==> src/design/neighbor_outlier_split_3x3_macros.svh <==
// ----------------------------------------------------------------------------
// Assertion macros for neighbor_outlier_split_3x3
// Concurrent checks clocked on clk_i, disabled while rst_ni is low.
// ----------------------------------------------------------------------------
`ifndef NEIGHBOR_OUTLIER_SPLIT_3X3_MACROS_SVH
`define NEIGHBOR_OUTLIER_SPLIT_3X3_MACROS_SVH

`ifndef NO_ASSERTIONS
`define NOS_ASSERT(lbl, prop, msg) \
  lbl: assert property (@(posedge clk_i) disable iff (!rst_ni) prop) else $error(msg);
`define NOS_ASSERT_NEXT(lbl, ante, cons, msg) \
  lbl: assert property (@(posedge clk_i) disable iff (!rst_ni) ante |=> cons) else $error(msg);
`else
`define NOS_ASSERT(lbl, prop, msg)
`define NOS_ASSERT_NEXT(lbl, ante, cons, msg)
`endif

`endif

==> src/design/nos_pkg.sv <==
// ----------------------------------------------------------------------------
// nos_pkg
// Shared constants and types of the 3x3 neighbor outlier splitter.
// ----------------------------------------------------------------------------
package nos_pkg;

  localparam int FaceSizeDef   = 2048;
  localparam int ChannelBitsDef = 32;
  localparam int FaceCfgW      = 12;
  localparam int FaceRst       = 2048;
  localparam int MinFace       = 2;
  localparam int FracBits      = 16;
  localparam int QDepth        = 2;

  typedef enum logic [3:0] {
    BkIdle,
    BkLoad,
    BkSum,
    BkDen,
    BkChk,
    BkDiv,
    BkMul,
    BkStore,
    BkOut
  } nos_bk_state_e;

  typedef struct packed {
    logic full;
    logic empty;
  } nos_q_status_t;

endpackage

==> src/design/nos_fifo.sv <==
// ----------------------------------------------------------------------------
// nos_fifo
// Short command queue between the front and back parts.
// ----------------------------------------------------------------------------
module nos_fifo #(
  parameter int W = 8
) (
  input  logic                   clk_i,
  input  logic                   rst_ni,
  input  logic                   push_i,
  input  logic [W-1:0]           data_i,
  input  logic                   pop_i,
  output logic [W-1:0]           data_o,
  output nos_pkg::nos_q_status_t status_o
);
  import nos_pkg::*;

  localparam int PtrW = (QDepth > 1) ? $clog2(QDepth) : 1;
  localparam int CntW = $clog2(QDepth+1);

  logic [W-1:0]    mem_q [QDepth];
  logic [PtrW-1:0] wr_q, rd_q;
  logic [CntW-1:0] cnt_q;

  assign data_o          = mem_q[rd_q];
  assign status_o.full   = (cnt_q == CntW'(QDepth));
  assign status_o.empty  = (cnt_q == '0);

  always_ff @(posedge clk_i) begin
    if (push_i) begin
      mem_q[wr_q] <= data_i;
    end
  end

  always_ff @(posedge clk_i or negedge rst_ni) begin
    if (!rst_ni) begin
      wr_q  <= '0;
      rd_q  <= '0;
      cnt_q <= '0;
    end else begin
      if (push_i) begin
        wr_q <= (wr_q == PtrW'(QDepth-1)) ? '0 : wr_q + PtrW'(1);
      end
      if (pop_i) begin
        rd_q <= (rd_q == PtrW'(QDepth-1)) ? '0 : rd_q + PtrW'(1);
      end
      if (push_i && !pop_i) begin
        cnt_q <= cnt_q + CntW'(1);
      end else if (pop_i && !push_i) begin
        cnt_q <= cnt_q - CntW'(1);
      end
    end
  end

endmodule

==> config.mk <==
export PLATFORM = sky130hd
export DESIGN_NAME = nos_fifo
export DESIGN_NICKNAME = d
export VERILOG_FILES = /design/src/design/neighbor_outlier_split_3x3_macros.svh /design/src/design/nos_pkg.sv /design/src/design/nos_fifo.sv
export SDC_FILE = /design/constraint.sdc
export NUM_CORES = 1
export LEC_CHECK = 0
export ABC_AREA = 1
export BUFFER_PORTS_ARGS = -buffer_cell sky130_fd_sc_hd__buf_2
export CAP_MARGIN = 30
export CORE_MARGIN = 5
export CORE_UTILIZATION = 53
export CTS_CLUSTER_DIAMETER = 100
export DETAILED_ROUTE_END_ITERATION = 10
export GPL_TIMING_DRIVEN = 0
export HOLD_SLACK_MARGIN = 0.06
export PLACE_DENSITY_LB_ADDON = 0.1
export SKIP_CTS_REPAIR_TIMING = 1
export SLEW_MARGIN = 20
export SYNTH_ARGS = -nofsm -noshare
export SYNTH_HDL_FRONTEND = slang
export SYNTH_SLANG_ARGS = --single-unit
export TNS_END_PERCENT = 1
==> constraint.sdc <==
create_clock -name clk_i -period 2.45 [get_ports clk_i]
set_input_delay 0.245 -clock clk_i [delete_from_list [all_inputs] [get_ports clk_i]]
set_output_delay 0.245 -clock clk_i [all_outputs]
set_load 0.1 [all_outputs]
---- Word-level counts from Yosys, hierarchy flattened ----
Memories as Yosys holds them, arrays and structs flattened.
Cells that the tools add are included.
cells by class
  multiplexer cells ....................... 6
  add/sub/neg operators ................... 4
  bitwise logic cells ..................... 0
  reduce and logical (&&, ||, !) cells .... 6
  magnitude comparators ................... 0
  shift-type cells ........................ 0
  equal/unequal tests ..................... 1
  multiply operators ...................... 0
  div/mod/pow operators ................... 0
operators by type and width
  cell                                                                number
  1-bit 2-to-1 mux                                                    4
  2-bit 2-to-1 mux                                                    2
  1-bit adder, second input constant                                  2
  2-bit by 1-bit adder with 2-bit output, second input constant       1
  2-bit == test, second input constant                                1
  1-bit logical AND                                                   2
  1-bit zero test                                                     2
  2-bit zero test                                                     1
  2-bit nonzero test                                                  1
  2-bit by 1-bit subtractor with 2-bit output, second input constant  1
word-level totals
  input bits .............................. 12
  bits in registers ....................... 4
  bits in latches ......................... 0
  RAM bits ................................ 16
  output and inout bits ................... 10
  bits in read-only memories .............. 0
  memories ................................ 1
  logic and storage cells ................. 21
memory list
  name   depth  width  read ports  clocked after Yosys merged registers in  write ports  RTL line        RTL
  mem_q  2      8      1           0                                        1            nos_fifo.sv:21  logic [W-1:0] mem_q [QDepth];

---- Depth between registers and ports, before layout ----
  depth in word-level cells ............... 4
  gate-level depth with buffers ........... 7
  gate-level depth less buffers ........... 7

---- Least setup slack after synthesis ----
OpenSTA, ideal clock, no wires.
  kind .................................... register to output
  from .................................... register cnt_q[0]
  to ...................................... output status_o[1] (netlist bit)
  path slack .............................. 0.524 ns
  stages on the path, launching flop included .. 2
  arrival ................................. 1.681 ns
  buffers on the path ..................... 0
  required time ........................... 2.205 ns
  cells stage by stage .................... dfrtp_1 -> nor2_1
RTL lines
  element                 RTL line        RTL
  from (decl)             nos_fifo.sv:23  logic [CntW-1:0] cnt_q;
  from (signal assigned)  nos_fifo.sv:48  cnt_q <= cnt_q + CntW'(1);
  from (signal assigned)  nos_fifo.sv:50  cnt_q <= cnt_q - CntW'(1);
  to (decl)               nos_fifo.sv:14  output nos_pkg::nos_q_status_t status_o

---- Final worst setup path ----
  from .................................... register rd_q
  to ...................................... output data_o[4]
between the ends
  longest elaborated chain between the ends .. 1
ends and longest elaborated chain
  element                 RTL line        RTL
  from (decl)             nos_fifo.sv:22  logic [PtrW-1:0] wr_q, rd_q;
  from (signal assigned)  nos_fifo.sv:45  rd_q <= (rd_q == PtrW'(QDepth-1)) ? '0 : rd_q + PtrW'(1);
  memory 2 x 8 bit        --
  to (decl)               nos_fifo.sv:13  output logic [W-1:0] data_o,
Every way passes these cells.

==> metrics list <==
- Die Y-Extent: 49.29 um
- Number of primary I/O pins: 22
- Clock transition at path regs: 0.11 ns
- Number of buffer cells added on primary ports: 21
* Mux cell area share after synthesis: 14.68%
* Number of vias after detailed routing: 450
* Via count of the first global-routing pass: 527
- Startpoint Class: flop
* Total inserted antenna cells: 0
- Initial standard-cell utilization of the core: 54.96%
- Counting instances, the worst hold path has a depth of 1.
- Layout cells sized above 1: 43.42%
* CTS sink cnt: 20
* Largest clock skew in the final design: 0.003109 ns
- Hold violation total from the final report: 0
- Including well taps, the total number of placed cells is 87.
- Clock insertion delay at the later pin of the skew report: 0.30 ns
* Core ar.: 1489 um^2
* Antenna violations before repair: 0
- In the final routed layout, each cell accounts on average for 13.53 um.
- Cell variety after synth: 12
- The tool flagged a number of max-cap violations equal to 0.
- Final sum of negative setup slack: 0 ns
- Fill cells in the final layout number 113.
- The detail route stage leaves a number of antenna-violating nets equal to 0.
- After synthesis the netlist holds a flip-flop and latch count of 20.
* Fraction of post-synthesis cell area in the top cell type by area: 58.72%
* Total number of placement rows: 14
* Max-Slew Margin vs Limit: 52.66%
* Data arrival time of the worst path: 1.45 ns
- Dividing the final minimum period by the clock period gives 69.21%.
- The cell area that synthesis handed to floorplanning was 818.3 um^2.
- Entering global routing, the biggest net connects 12 pins.
* Endpoint required time on the critical path: 2.20 ns
- CTS built an H-tree with a depth of 1.
* Total detailed-routing wirelength: 1245 um
* Synth warnings: 0
* Biggest fanout along the worst timing path: 9
* Post-route non-filler standard cell count: 92
- For this block, the initial DRC count from the detailed router was 3.
- For the pin with the worst max-slew slack, the measured transition is 0.7074 ns.
* Global route overflow: 0
- Path category of the worst min-delay check: in2reg
* Gate Count Post-Synth: 50
- For this run, the register share of the synthesized area comes to 70.95%.
- Worst reg2reg path depth: 1
- Derived from the worst setup path, the maximum achievable clock frequency is 0.5897 GHz.
- After detailed routing, the number of vias per cell comes to 4.891.
- Before antenna repair, the detailed router went through 4 iterations.
- Net count after synthesis: 63
* CP Class: reg2out
- STA classifies the critical path endpoint as an output pin.
- The final layout contains 90 nets.
* Clock tree from TritonCTS: done
- Summing the areas of all fa, ha and maj instances in the mapped netlist gives 1.529% of the synthesized area.
- Global placement routability congestion: 0.7215
* Post-synthesis simple-gate area fraction: 5.046%
* Xor/xnor share of the synthesized area: 3.211%
- DRC violation count after routing: 0
- Setup repair after global routing left no endpoint under its margin.
- In this run the horizontal extent of the chip is 49.29 um.
- The die covers 2430 um^2.
* Wire length of the first global-routing pass: 2235 um
* Syn avg cell area: 16.37 um^2
- Shortest clock period the worst path allows after layout: 1.696 ns
* Result of the run: complete, no violations
- Share of the synthesized area in compound gates (AO/OA/AOI/OAI): 0%
* Worst slack at placement: 1.084 ns
* Clock Tree Buf Depth: 2
* Synth-to-Final Area Change: 19.72%
- By area, the combinational part of the netlist is dominated by multiplexers.
- Setup violations, final: 0
- Final Worst Setup Slack: 0.7543 ns
- Global routing consumed, over all layers together, 11.96% of the routing resources.
- Buffer type at the clock tree root: sky130_fd_sc_hd__clkbuf_4
- By area the synthesized netlist is led by sky130_fd_sc_hd__edfxtp_1 (59%), sky130_fd_sc_hd__mux2_4 (15%), sky130_fd_sc_hd__dfrtp_1 (12%).
* Clock buffers created by TritonCTS: 3
- Cell taking the most area after synthesis: sky130_fd_sc_hd__edfxtp_1
- Number of max-slew violations in the final report: 0
final cells by class:
cell class | instances | area (um^2) | area share, %
plain buffers | 1 | 11.26 | 1.149
inverters | 7 | 26.28 | 2.682
multi-input cells | 22 | 200.2 | 20.43
clock inverters | 1 | 3.754 | 0.3831
flip-flops and latches | 20 | 580.6 | 59.26
clock buffers | 3 | 22.52 | 2.299
repair buffers | 22 | 115.1 | 11.75
well taps | 16 | 20.02 | 2.043
cell usage after synthesis:
cell type                  number
sky130_fd_sc_hd__mux2_4         8
sky130_fd_sc_hd__nor2_1         3
sky130_fd_sc_hd__xnor2_1        1
sky130_fd_sc_hd__nand3_1        1
sky130_fd_sc_hd__xor2_1         2
sky130_fd_sc_hd__ha_1           1
sky130_fd_sc_hd__nand2_1        5
sky130_fd_sc_hd__nand4_1        1
sky130_fd_sc_hd__edfxtp_1      16
sky130_fd_sc_hd__dfrtp_1        4
sky130_fd_sc_hd__buf_6          1
sky130_fd_sc_hd__inv_1          7
placed cells by master (no fill, tap or decap), types with 2 or more instances in the layout:
| cell type | n |
|---|---|
| sky130_fd_sc_hd__nor2_1 | 3 |
| sky130_fd_sc_hd__mux2_4 | 8 |
| sky130_fd_sc_hd__buf_2 | 21 |
| sky130_fd_sc_hd__clkbuf_4 | 3 |
| sky130_fd_sc_hd__edfxtp_1 | 16 |
| sky130_fd_sc_hd__dfrtp_1 | 4 |
| sky130_fd_sc_hd__inv_1 | 7 |
| sky130_fd_sc_hd__nand2_1 | 5 |
| sky130_fd_sc_hd__xor2_1 | 2 |
metrics by stage:
stage	hold slack [ns]	utilization, %	instance area [um^2]
6_report	0.1278	65.80	979.7
5_1_grt	0.1098	65.80	979.7
4_1_cts	-0.2724	65.13	969.7
3_5_place_dp	0.05834	63.36	943.4
3_3_place_gp	0.05840	63.36	943.4
2_1_floorplan	-0.05059	-	818.3
flip-flops by register name, indices dropped and copies added (netlist names):
signal and flops:
mem_q 16, cnt_q 2, wr_q 1, rd_q 1
per-layer routing:
metal	track usage [%]	vias to the layer above	wire, um
met4	5.381	0	9
met2	19.74	16	609
met3	3.976	2	95
met1	13.86	211	531
li1	-	221	-
met5	0	-	0
cell families after synthesis:
logic type,count (synthesis)
flip-flops,20
AND/OR/NAND/NOR,10
buffers and inverters,8
multiplexers,8
XOR/XNOR,3
adder cells (fa/ha/maj),1
critical path: stages (launching register included):
cell,delay [ns]
sky130_fd_sc_hd__dfrtp_1,0.39
sky130_fd_sc_hd__buf_6,0.15
sky130_fd_sc_hd__mux2_4,0.20
sky130_fd_sc_hd__buf_2,0.41
path summary, 6_finish.rpt:
| kind | slack, ns | from | end |
|---|---|---|---|
| worst max-delay path | 0.75 | rd_q | data_o[4] |
| worst min-delay path | 0.13 | data_i[3] | mem_q[0][3] |
| worst max register to register | 1.11 | wr_q | mem_q[0][6] |
| worst min register to register | 0.50 | wr_q | wr_q |
| max in group asynchronous | 2.04 | rst_ni | cnt_q[1] |
| min in group asynchronous | 0.28 | rst_ni | rd_q |
Power is not shown: default switching activity piles up to over one toggle a cycle in this logic, so the estimate is an artifact.
