`src/design/neighbor_outlier_split_3x3_macros.svh`:
```
// ----------------------------------------------------------------------------
// Assertion macros for neighbor_outlier_split_3x3
// Concurrent checks clocked on clk_i, disabled while rst_ni is low.
// ----------------------------------------------------------------------------
`ifndef NEIGHBOR_OUTLIER_SPLIT_3X3_MACROS_SVH
`define NEIGHBOR_OUTLIER_SPLIT_3X3_MACROS_SVH

`ifndef NO_ASSERTIONS
`define NOS_ASSERT(lbl, prop, msg) \
  lbl: assert property (@(posedge clk_i) disable iff (!rst_ni) prop) else $error(msg);
`define NOS_ASSERT_NEXT(lbl, ante, cons, msg) \
  lbl: assert property (@(posedge clk_i) disable iff (!rst_ni) ante |=> cons) else $error(msg);
`else
`define NOS_ASSERT(lbl, prop, msg)
`define NOS_ASSERT_NEXT(lbl, ante, cons, msg)
`endif

`endif

```
`src/design/nos_pkg.sv`:
```
// ----------------------------------------------------------------------------
// nos_pkg
// Shared constants and types of the 3x3 neighbor outlier splitter.
// ----------------------------------------------------------------------------
package nos_pkg;

  localparam int FaceSizeDef   = 2048;
  localparam int ChannelBitsDef = 32;
  localparam int FaceCfgW      = 12;
  localparam int FaceRst       = 2048;
  localparam int MinFace       = 2;
  localparam int FracBits      = 16;
  localparam int QDepth        = 2;

  typedef enum logic [3:0] {
    BkIdle,
    BkLoad,
    BkSum,
    BkDen,
    BkChk,
    BkDiv,
    BkMul,
    BkStore,
    BkOut
  } nos_bk_state_e;

  typedef struct packed {
    logic full;
    logic empty;
  } nos_q_status_t;

endpackage

```
`src/design/nos_in_if.sv`:
```
// ----------------------------------------------------------------------------
// nos_in_if
// Pixel / flush input channel with valid-ready handshake.
// ----------------------------------------------------------------------------
interface nos_in_if #(
  parameter int CB = 32
);
  logic          valid;
  logic          ready;
  logic          func;
  logic          start_of_face;
  logic [CB-1:0] pixel_x;
  logic [CB-1:0] pixel_y;
  logic [CB-1:0] pixel_z;

  modport source (output valid, func, start_of_face, pixel_x, pixel_y, pixel_z,
                  input ready);
  modport sink (input valid, func, start_of_face, pixel_x, pixel_y, pixel_z,
                output ready);
endinterface

```
`src/design/nos_cfg_if.sv`:
```
// ----------------------------------------------------------------------------
// nos_cfg_if
// Configuration write channel for the face side register.
// ----------------------------------------------------------------------------
interface nos_cfg_if;
  logic                         valid;
  logic                         ready;
  logic [nos_pkg::FaceCfgW-1:0] face_size;

  modport source (output valid, face_size, input ready);
  modport sink (input valid, face_size, output ready);
endinterface

```
`src/design/nos_front.sv`:
```
// ----------------------------------------------------------------------------
// nos_front
// Accepts transactions, tracks face position and drain, issues step commands.
// ----------------------------------------------------------------------------
module nos_front #(
  parameter int FACE_SIZE = nos_pkg::FaceSizeDef,
  parameter int CB        = nos_pkg::ChannelBitsDef
) (
  input  logic                   clk_i,
  input  logic                   rst_ni,
  nos_in_if.sink                 in_ch,
  nos_cfg_if.sink                cfg_ch,
  input  nos_pkg::nos_q_status_t q_status_i,
  output logic                   push_o,
  output logic [2*$clog2(FACE_SIZE+2)+$clog2(FACE_SIZE)+3*CB-1:0] cmd_o
);
  import nos_pkg::*;

  localparam int PW     = $clog2(FACE_SIZE+2);
  localparam int AW     = $clog2(FACE_SIZE);
  localparam int XW     = (PW > FaceCfgW) ? PW : FaceCfgW;
  localparam int SideRst = (FaceRst > FACE_SIZE) ? FACE_SIZE : FaceRst;

  logic [FaceCfgW-1:0] face_q;
  logic [PW-1:0]       side_q, side_d;
  logic [PW-1:0]       row_q, row_d;
  logic [AW-1:0]       col_q, col_d;
  logic [PW-1:0]       pend_q, pend_d;

  logic [XW-1:0] face_x;
  logic [PW-1:0] face_cl;
  logic          in_fire, restart, push;
  logic [PW-1:0] n_eff, row_eff, pend_eff, col_nx, drain_pos;
  logic [AW-1:0] col_eff;
  logic [PW-1:0] cr, cn;
  logic [AW-1:0] cc;
  logic [CB-1:0] cy, cx, cz;

  assign in_ch.ready  = !q_status_i.full;
  assign cfg_ch.ready = 1'b1;
  assign in_fire      = in_ch.valid & in_ch.ready;

  assign face_x  = XW'(face_q);
  assign face_cl = (face_x < XW'(MinFace))   ? PW'(MinFace)   :
                   (face_x > XW'(FACE_SIZE)) ? PW'(FACE_SIZE) : PW'(face_x);

  assign restart  = !in_ch.func && (in_ch.start_of_face || (row_q == '0 && col_q == '0));
  assign n_eff    = restart ? face_cl : side_q;
  assign row_eff  = restart ? '0 : row_q;
  assign col_eff  = restart ? '0 : col_q;
  assign pend_eff = restart ? '0 : pend_q;
  assign col_nx   = PW'(col_eff) + PW'(1);
  assign drain_pos = side_q + PW'(1) - pend_q;

  always_comb begin
    side_d = side_q;
    row_d  = row_q;
    col_d  = col_q;
    pend_d = pend_q;
    push   = 1'b0;
    cr     = row_eff;
    cc     = col_eff;
    cn     = n_eff;
    cy     = in_ch.pixel_y;
    cx     = in_ch.pixel_x;
    cz     = in_ch.pixel_z;
    if (in_fire) begin
      if (!in_ch.func) begin
        side_d = n_eff;
        row_d  = row_eff;
        col_d  = col_eff;
        pend_d = pend_eff;
        if (row_eff < n_eff) begin
          push = 1'b1;
          if (col_nx >= n_eff) begin
            col_d = '0;
            row_d = row_eff + PW'(1);
            if (row_eff + PW'(1) >= n_eff) begin
              pend_d = n_eff + PW'(1);
            end
          end else begin
            col_d = AW'(col_nx);
          end
        end
      end else if (pend_q != '0 && row_q >= side_q) begin
        push   = 1'b1;
        pend_d = pend_q - PW'(1);
        cn     = side_q;
        cy     = '0;
        cx     = '0;
        cz     = '0;
        if (drain_pos < side_q) begin
          cr = side_q;
          cc = AW'(drain_pos);
        end else begin
          cr = side_q + PW'(1);
          cc = '0;
        end
      end
    end
  end

  assign push_o = push;
  assign cmd_o  = {cr, cc, cn, cy, cx, cz};

  always_ff @(posedge clk_i or negedge rst_ni) begin
    if (!rst_ni) begin
      face_q <= FaceCfgW'(FaceRst);
      side_q <= PW'(SideRst);
      row_q  <= '0;
      col_q  <= '0;
      pend_q <= '0;
    end else begin
      if (cfg_ch.valid && cfg_ch.ready) begin
        face_q <= cfg_ch.face_size;
      end
      side_q <= side_d;
      row_q  <= row_d;
      col_q  <= col_d;
      pend_q <= pend_d;
    end
  end

endmodule

```
`src/flat_wrapper.sv`:
```
// flat-port wrapper written by rule: the top's interface ports become plain ports
module nos_front_flat import nos_pkg::*;
#(
  parameter int FACE_SIZE = nos_pkg::FaceSizeDef,
  parameter int CB        = nos_pkg::ChannelBitsDef
)
  (clk_i, rst_ni, q_status_i, push_o, cmd_o, in_ch_valid, in_ch_func, in_ch_start_of_face, in_ch_pixel_x, in_ch_pixel_y, in_ch_pixel_z, in_ch_ready, cfg_ch_valid, cfg_ch_face_size, cfg_ch_ready);
  nos_in_if #(.CB(CB)) in_ch_i ();
  nos_cfg_if cfg_ch_i ();
  input  logic clk_i;
  input  logic rst_ni;
  input  nos_pkg::nos_q_status_t q_status_i;
  output logic push_o;
  output logic [2*$clog2(FACE_SIZE+2)+$clog2(FACE_SIZE)+3*CB-1:0] cmd_o;
  input wire logic [$bits(in_ch_i.valid)-1:0] in_ch_valid;
  input wire logic [$bits(in_ch_i.func)-1:0] in_ch_func;
  input wire logic [$bits(in_ch_i.start_of_face)-1:0] in_ch_start_of_face;
  input wire logic [$bits(in_ch_i.pixel_x)-1:0] in_ch_pixel_x;
  input wire logic [$bits(in_ch_i.pixel_y)-1:0] in_ch_pixel_y;
  input wire logic [$bits(in_ch_i.pixel_z)-1:0] in_ch_pixel_z;
  output wire logic [$bits(in_ch_i.ready)-1:0] in_ch_ready;
  input wire logic [$bits(cfg_ch_i.valid)-1:0] cfg_ch_valid;
  input wire logic [$bits(cfg_ch_i.face_size)-1:0] cfg_ch_face_size;
  output wire logic [$bits(cfg_ch_i.ready)-1:0] cfg_ch_ready;
  assign in_ch_i.valid = in_ch_valid;
  assign in_ch_i.func = in_ch_func;
  assign in_ch_i.start_of_face = in_ch_start_of_face;
  assign in_ch_i.pixel_x = in_ch_pixel_x;
  assign in_ch_i.pixel_y = in_ch_pixel_y;
  assign in_ch_i.pixel_z = in_ch_pixel_z;
  assign in_ch_ready = in_ch_i.ready;
  assign cfg_ch_i.valid = cfg_ch_valid;
  assign cfg_ch_i.face_size = cfg_ch_face_size;
  assign cfg_ch_ready = cfg_ch_i.ready;
  nos_front #(.FACE_SIZE(FACE_SIZE), .CB(CB)) u_core (.clk_i(clk_i), .rst_ni(rst_ni), .in_ch(in_ch_i), .cfg_ch(cfg_ch_i), .q_status_i(q_status_i), .push_o(push_o), .cmd_o(cmd_o));
endmodule
```
`config.mk`:
```
export PLATFORM = sky130hd
export DESIGN_NAME = nos_front_flat
export DESIGN_NICKNAME = d
export VERILOG_FILES = /design/src/design/neighbor_outlier_split_3x3_macros.svh /design/src/design/nos_pkg.sv /design/src/design/nos_in_if.sv /design/src/design/nos_cfg_if.sv /design/src/design/nos_front.sv /design/src/flat_wrapper.sv
export SDC_FILE = /design/constraint.sdc
export NUM_CORES = 1
export LEC_CHECK = 0
export ABC_AREA = 1
export BUFFER_PORTS_ARGS = -buffer_cell sky130_fd_sc_hd__buf_2
export CAP_MARGIN = 20
export CORE_ASPECT_RATIO = 0.5
export CORE_MARGIN = 2
export CORE_UTILIZATION = 40
export DETAILED_ROUTE_END_ITERATION = 12
export GPL_TIMING_DRIVEN = 0
export PLACE_DENSITY = 0.68
export SYNTH_ARGS = -nofsm -noshare
export SYNTH_HDL_FRONTEND = slang
export SYNTH_SLANG_ARGS = --single-unit
export TNS_END_PERCENT = 1
```
`constraint.sdc`:
```
create_clock -name clk_i -period 4.5 [get_ports clk_i]
set_input_delay 0.9 -clock clk_i [delete_from_list [all_inputs] [get_ports clk_i]]
set_output_delay 0.9 -clock clk_i [all_outputs]
set_load 0.02 [all_outputs]
```
== After elaboration in Yosys (flattened, before gate mapping) ==
Index checks and enable logic that the tools add are counted.
Widths: inputs -> output; s select.

* Order comparisons: 7
* Reductions and logical operators: 11
* Bitwise logic cells: 2
* Add/sub/neg operators: 6
* Mux-type cells: 39
* Eq/ne operators: 1

{| class="wikitable"
|+ Operator list
! operator !! count
|-
| $mux 32 || 9
|-
| $mux 12 || 19
|-
| $mux 11 || 7
|-
| $add 12x1->12 const B || 3
|-
| $ge 12x12->1 || 3
|-
| $lt 12x12->1 || 2
|-
| $add 11x1->12 const B || 1
|-
| $gt 12x12->1 const B || 1
|-
| $logic_not 12->1 || 1
|-
| $lt 12x2->1 const B || 1
|-
| $reduce_bool 12->1 || 1
|-
| $sub 12x1->12 const B || 1
|-
| $sub 12x12->12 || 1
|-
| $logic_not 11->1 || 1
|-
| $mux 1 || 4
|-
| $reduce_and 2->1 || 2
|-
| $logic_and 1x1->1 || 3
|-
| $logic_not 1->1 || 2
|-
| $ne 2x1->1 const B || 1
|-
| $and 1x1->1 || 1
|-
| $logic_or 1x1->1 || 1
|-
| $not 1->1 || 1
|}

* Output and inout port bits: 134
* Logic and storage cells: 71
* Register bits after elaboration: 59

== Longest topological paths before layout ==
* Word-level depth: 11
* Depth in mapped cells: 29
* Depth with buffers taken out: 28

== Least setup slack after synthesis ==
OpenSTA, ideal clock, no wires.

* Path type: register to output
* Start: register u_core.side_q[0]
* End: output port cmd_o[109]
* Path slack: -466 ps
* Buffers on the path: 0
* Data arrival time: 4066 ps
* Stages on the path, launching flop included: 22
* Cell sequence: dfrtp_1 -> ha_1 -> nand3_1 -> nor3_1 -> xor2_1 -> inv_1 -> ha_1 -> a21oi_1 -> o21ai_0 -> a21oi_1 -> o21ai_0 -> a21o_1 -> a21oi_1 -> xor2_1 -> ha_1 -> nand2_1 -> nor2_1 -> a211oi_1 -> nand3_1 -> nor2_1 -> inv_1 -> o21ai_0

* Word-level cells in the longest chain between the ends: 7
* Elaborated cells on any way between the ends: 9

{| class="wikitable"
|+ Ends and longest elaborated chain
! what !! RTL line !! source
|-
| start, declared || nos_front.sv:25 || <nowiki>logic [PW-1:0] side_q, side_d;</nowiki>
|-
| start signal, assigned || nos_front.sv:109 || <nowiki>side_q <= PW'(SideRst);</nowiki>
|-
| start signal, assigned || nos_front.sv:117 || <nowiki>side_q <= side_d;</nowiki>
|-
| $add 12x1->12 || nos_front.sv:53 || <nowiki>assign drain_pos = side_q + PW'(1) - pend_q;</nowiki>
|-
| $sub 12x12->12 || nos_front.sv:53 ||
|-
| $lt 12x12->1 || nos_front.sv:92 || <nowiki>if (drain_pos < side_q) begin</nowiki>
|-
| $mux 11 || nos_front.sv:92 ||
|-
| $mux 11 (*) || nos_front.sv:85 || <nowiki>end else if (pend_q != '0 && row_q >= side_q) begin</nowiki>
|-
| $mux 11 (*) || nos_front.sv:68 || <nowiki>if (!in_ch.func) begin</nowiki>
|-
| $mux 11 (*) || nos_front.sv:67 || <nowiki>if (in_fire) begin</nowiki>
|-
| end, declared || flat_wrapper.sv:14 || <nowiki>output logic [2*$clog2(FACE_SIZE+2)+$clog2(FACE_SIZE)+3*CB-1:0] cmd_o;</nowiki>
|}

Every way passes the cells marked *; elsewhere a longest branch is shown, timed or not.

== Final worst setup path ==
* Start: register u_core.side_q[1]
* End: output port cmd_o[112]

The elaborated chain is that of the path after synthesis.

==> summary.md <==
| Metric | Value |
|---|---|
| Routability-driven placement congestion ratio | approximately 1 |
| Pwr dens | 639 nW/um^2 |
| Top cell type by total area after synthesis | dfrtp_1 |
| CP arrival | approximately 4.4 ns |
| Vias per inst | roughly 5.3 |
| Die Width | ~200 um |
| Setup TNS | -17.86 ns |
| Reg2reg path depth | 27 |
| Die area | between 15000 and 20000 sq um |
| Syn_area_per_cell | just over 6 sq um |
| CTS H-tree depth | 3 |
| Gr ovfl total | 0 |
| Worst Setup Slack, final | -0.813 ns |
| Port bufs | about 250 |
| Overall routed net length | between 30 and 40 mm |
| Slew @ Worst Pin | a little over 0.8 ns |
| Total power | between 6 and 7 mW |
| Worst Hold Class | reg2reg |
| Cell variety after synth | between 50 and 60 |
| # IOs | between 200 and 300 |
| Fin. max-slew vios | 0 |
| CTS tree | yes |
| Worst reg-to-reg setup slack | -0.04 ns |
| FF-to-FF Start | u_core.row_q[3]$_DFFE_PN0P_ |
| P&R area growth vs syn | 32.3% |
| Hold Startpoint | u_core.col_q[1]$_DFFE_PN0P_ |
| DRT iter0 DRCs | between 800 and 900 |
| Unrepaired setup endpoints after global routing | yes |
| Leakage | 5.69 nW |
| Tot GR Track Use | between 30% and 40% |
| Worst Clk Skew | approximately 0.011 ns |
| Reg clk slew, reported paths | 0.06 ns |
| Vias in the first global route | 8488 |
| Final min period | ~5.3 ns |
| CP Capture Type | output pin |
| Cell Rows | 35 |
| Number of clock sinks | slightly below 60 |
| Yosys reg bits | 59 |
| Hold_ws | ~0.54 ns |
| Max_cap viols | 0 |
| Pin count of the biggest net entering global routing | 60 |
| Pre-Repair DR Iteration Count | 6 |
| Syn Nets | between 1k and 1.5k |
| Share of the synthesized area in the top cell type | about a fifth |
| Synth warn | 0 |
| Critical R2R Capture | u_core.pend_q[7]$_DFFE_PN0P_ |
| Final Hold Violating Endpoints | 0 |
| Share of cells above drive strength 1 | 28.5% |
| Startpoint type of the worst setup path | flip-flop |
| Achievable frequency | about 190 MHz |
| Worst Setup SP | u_core.side_q[1]$_DFFE_PN0P_ |
| Clock buffer depth | 2 |
| DRT antenna net count | 0 |
| # nets final | 1663 |
| Half-perimeter wire length after placement | ~27 mm |
| Per-cell routed wire length | between 15 and 20 um |
| Worst vdd ir | approximately 0.31 mV |
| Core ar. | between 15000 and 20000 sq um |
| Num CTS Buffers | 9 |
| Starting Density | 40.6% |
| Placed cell areas | 9050 sq um |
| First-pass GRT wire length | roughly 48 mm |
| Critical path peak fanout | 6 |
| Crit share post-route | 118% |
| Root Buffer | clkbuf_16 |
| Place WS | -1.17 ns |
| Ranking of synthesized cells by area | dfrtp_1 (19%), nand2_1 (16%), ha_1 (13%), inv_1 (12%), a21oi_1 (5.3%) |
| CP Class | reg2out |
| Result of the run | finished with violations |
| Routed via count | 9015 |
| Final instance area | a little under 10000 sq um |
| WP data required | roughly 3.6 ns |
| Final setup violation count | 33 |
| Mapped Cells | between 1k and 1.5k |
| Residual DRC | 0 |
| Clk_lat worst skew | roughly 0.34 ns |
| Fill cells | approximately 1.9k |
| Chip height | 100 um |
| Failing checks | setup timing |
| Area of the mapped netlist | approximately 7400 sq um |
| Relative slew slack | 45.6% |
| Capture point of the worst path | cmd_o[112] |
| Register area share after synthesis | about a fifth |
| Hold buffers post-CTS | 0 |
| Antenna violations before repair | 0 |
==> timing repair <==
| item | CTS | global route |
|---|---|---|
| gates resized for setup | 32 | 59 |
| pin swaps | 8 | 9 |
| setup buffers | 17 | 6 |
| endpoints found under the setup margin | 35 | 56 |
==> power by group <==
| group | internal (mW) | leakage (nW) | total (mW) | switching, mW |
|---|---|---|---|---|
| Sequential | 0.710 | 0.725 | 0.951 | 0.241 |
| Clock | 0.380 | 0.133 | 0.678 | 0.298 |
| Combinational | 1.76 | 4.83 | 4.65 | 2.89 |
==> worst min-delay path by stage <==
stage,to,slack (ns),cells after the start
floorplan,u_core.col_q[6]$_DFFE_PN0P_,0.47,2
global placement,u_core.col_q[6]$_DFFE_PN0P_,0.51,2
detailed placement,u_core.col_q[1]$_DFFE_PN0P_,0.51,2
CTS,u_core.col_q[1]$_DFFE_PN0P_,0.53,2
global route,u_core.face_q[6]$_DFFE_PN0P_,0.56,1
finish,u_core.col_q[1]$_DFFE_PN0P_,0.54,2
==> metal layers <==
metal	vias up	wire (um)	GRT usage [%]
li1	4335	-	-
met1	4238	14000	42.2
met2	388	14900	53.8
met3	54	2500	4.97
met4	0	684	9.25
met5	-	0	0
==> sequential cells by signal, indices dropped and copies added, names as in the netlist <==
register,count
u_core.col_q,11
u_core.face_q,12
u_core.pend_q,12
u_core.row_q,12
u_core.side_q,12
==> cells by family (layout without fill, tap and decap cells) <==
family,Yosys count,count (layout),share of synthesized area [%]
AOI/OAI and AO/OA,211,211,16.0
xor gates and xnor gates,35,35,4.13
adders and majority gates,77,77,13.1
buffers and inverters,277,562,15.0
DFF,59,59,19.9
muxes,5,5,0.758
other,1,2,0.0505
and+or+nand+nor,525,525,31.1
==> metrics by stage <==
step / std cells / utilization, %
floorplan: 1190 / -
global placement: 1676 / 49.5
detailed placement: 1676 / 49.5
CTS: 1709 / 52.3
global route: 1715 / 53.6
finish: 1716 / 53.7
==> final cells by class <==
| cell class | count | area, sq um | share of cell area, % |
|---|---|---|---|
| well taps | 240 | 300 | 3.06 |
| clock buffers | 9 | 225 | 2.29 |
| plain buffers | 38 | 233 | 2.37 |
| flip-flops and latches | 59 | 1480 | 15.1 |
| multi-input cells | 854 | 5140 | 52.4 |
| inverters | 239 | 916 | 9.32 |
| clock inverters | 7 | 58.8 | 0.599 |
| repair buffers | 269 | 1460 | 14.9 |
| diodes | 1 | 2.50 | 0.0255 |
==> cells in the final DEF (no fill, tap or decap), drive strengths merged, types with 2 or more instances in the layout <==
cell and n:
nor2 99, nand3b 2, and2 3, a211oi 3, o21ai 81, inv 239, mux2 5, o211ai 2
buf 292, and3 2, clkinvlp 5, a21oi 81, a22oi 16, nand3 58, nand4 15, dfstp 2
xor2 27, a21o 2, nand2 328, o21a 2, clkinv 2, ha 76, o22ai 13, clkbuf 24
dfrtp 57, nor3 15, xnor2 8, o31ai 2, nor4 2, a31oi 6
==> synth_stat cells, drive strengths merged <==
| master | n |
|---|---|
| a211oi | 3 |
| a21boi | 1 |
| a21o | 2 |
| a21oi | 81 |
| a22oi | 16 |
| a31oi | 6 |
| and2 | 3 |
| and3 | 2 |
| buf | 24 |
| clkbuf | 14 |
| conb | 1 |
| dfrtp | 57 |
| dfstp | 2 |
| fa | 1 |
| ha | 76 |
| inv | 239 |
| mux2 | 5 |
| nand2 | 328 |
| nand3 | 58 |
| nand3b | 2 |
| nand4 | 15 |
| nor2 | 99 |
| nor3 | 15 |
| nor3b | 1 |
| nor4 | 2 |
| o211ai | 2 |
| o21a | 2 |
| o21ai | 81 |
| o21bai | 1 |
| o22ai | 13 |
| o31ai | 2 |
| o41ai | 1 |
| xnor2 | 8 |
| xor2 | 27 |
==> worst max-delay path, cell delays in order (launching register included) <==
cell and delay (ns):
dfrtp_2 0.42, inv_2 0.10, nor3_4 0.26, nand3_4 0.14, xor2_2 0.17, inv_2 0.11
ha_4 0.22, a21oi_1 0.17, o21ai_0 0.11, nor2_1 0.22, o21ai_2 0.09, a21o_1 0.17
a21oi_1 0.15, xnor2_1 0.19, ha_1 0.29, nand2_2 0.07, nor2_1 0.07, a211oi_4 0.26
nand3_4 0.16, nor2_4 0.19, clkinvlp_4 0.21, o22ai_2 0.17, buf_6 0.14
(Power assumes the default switching activity.)
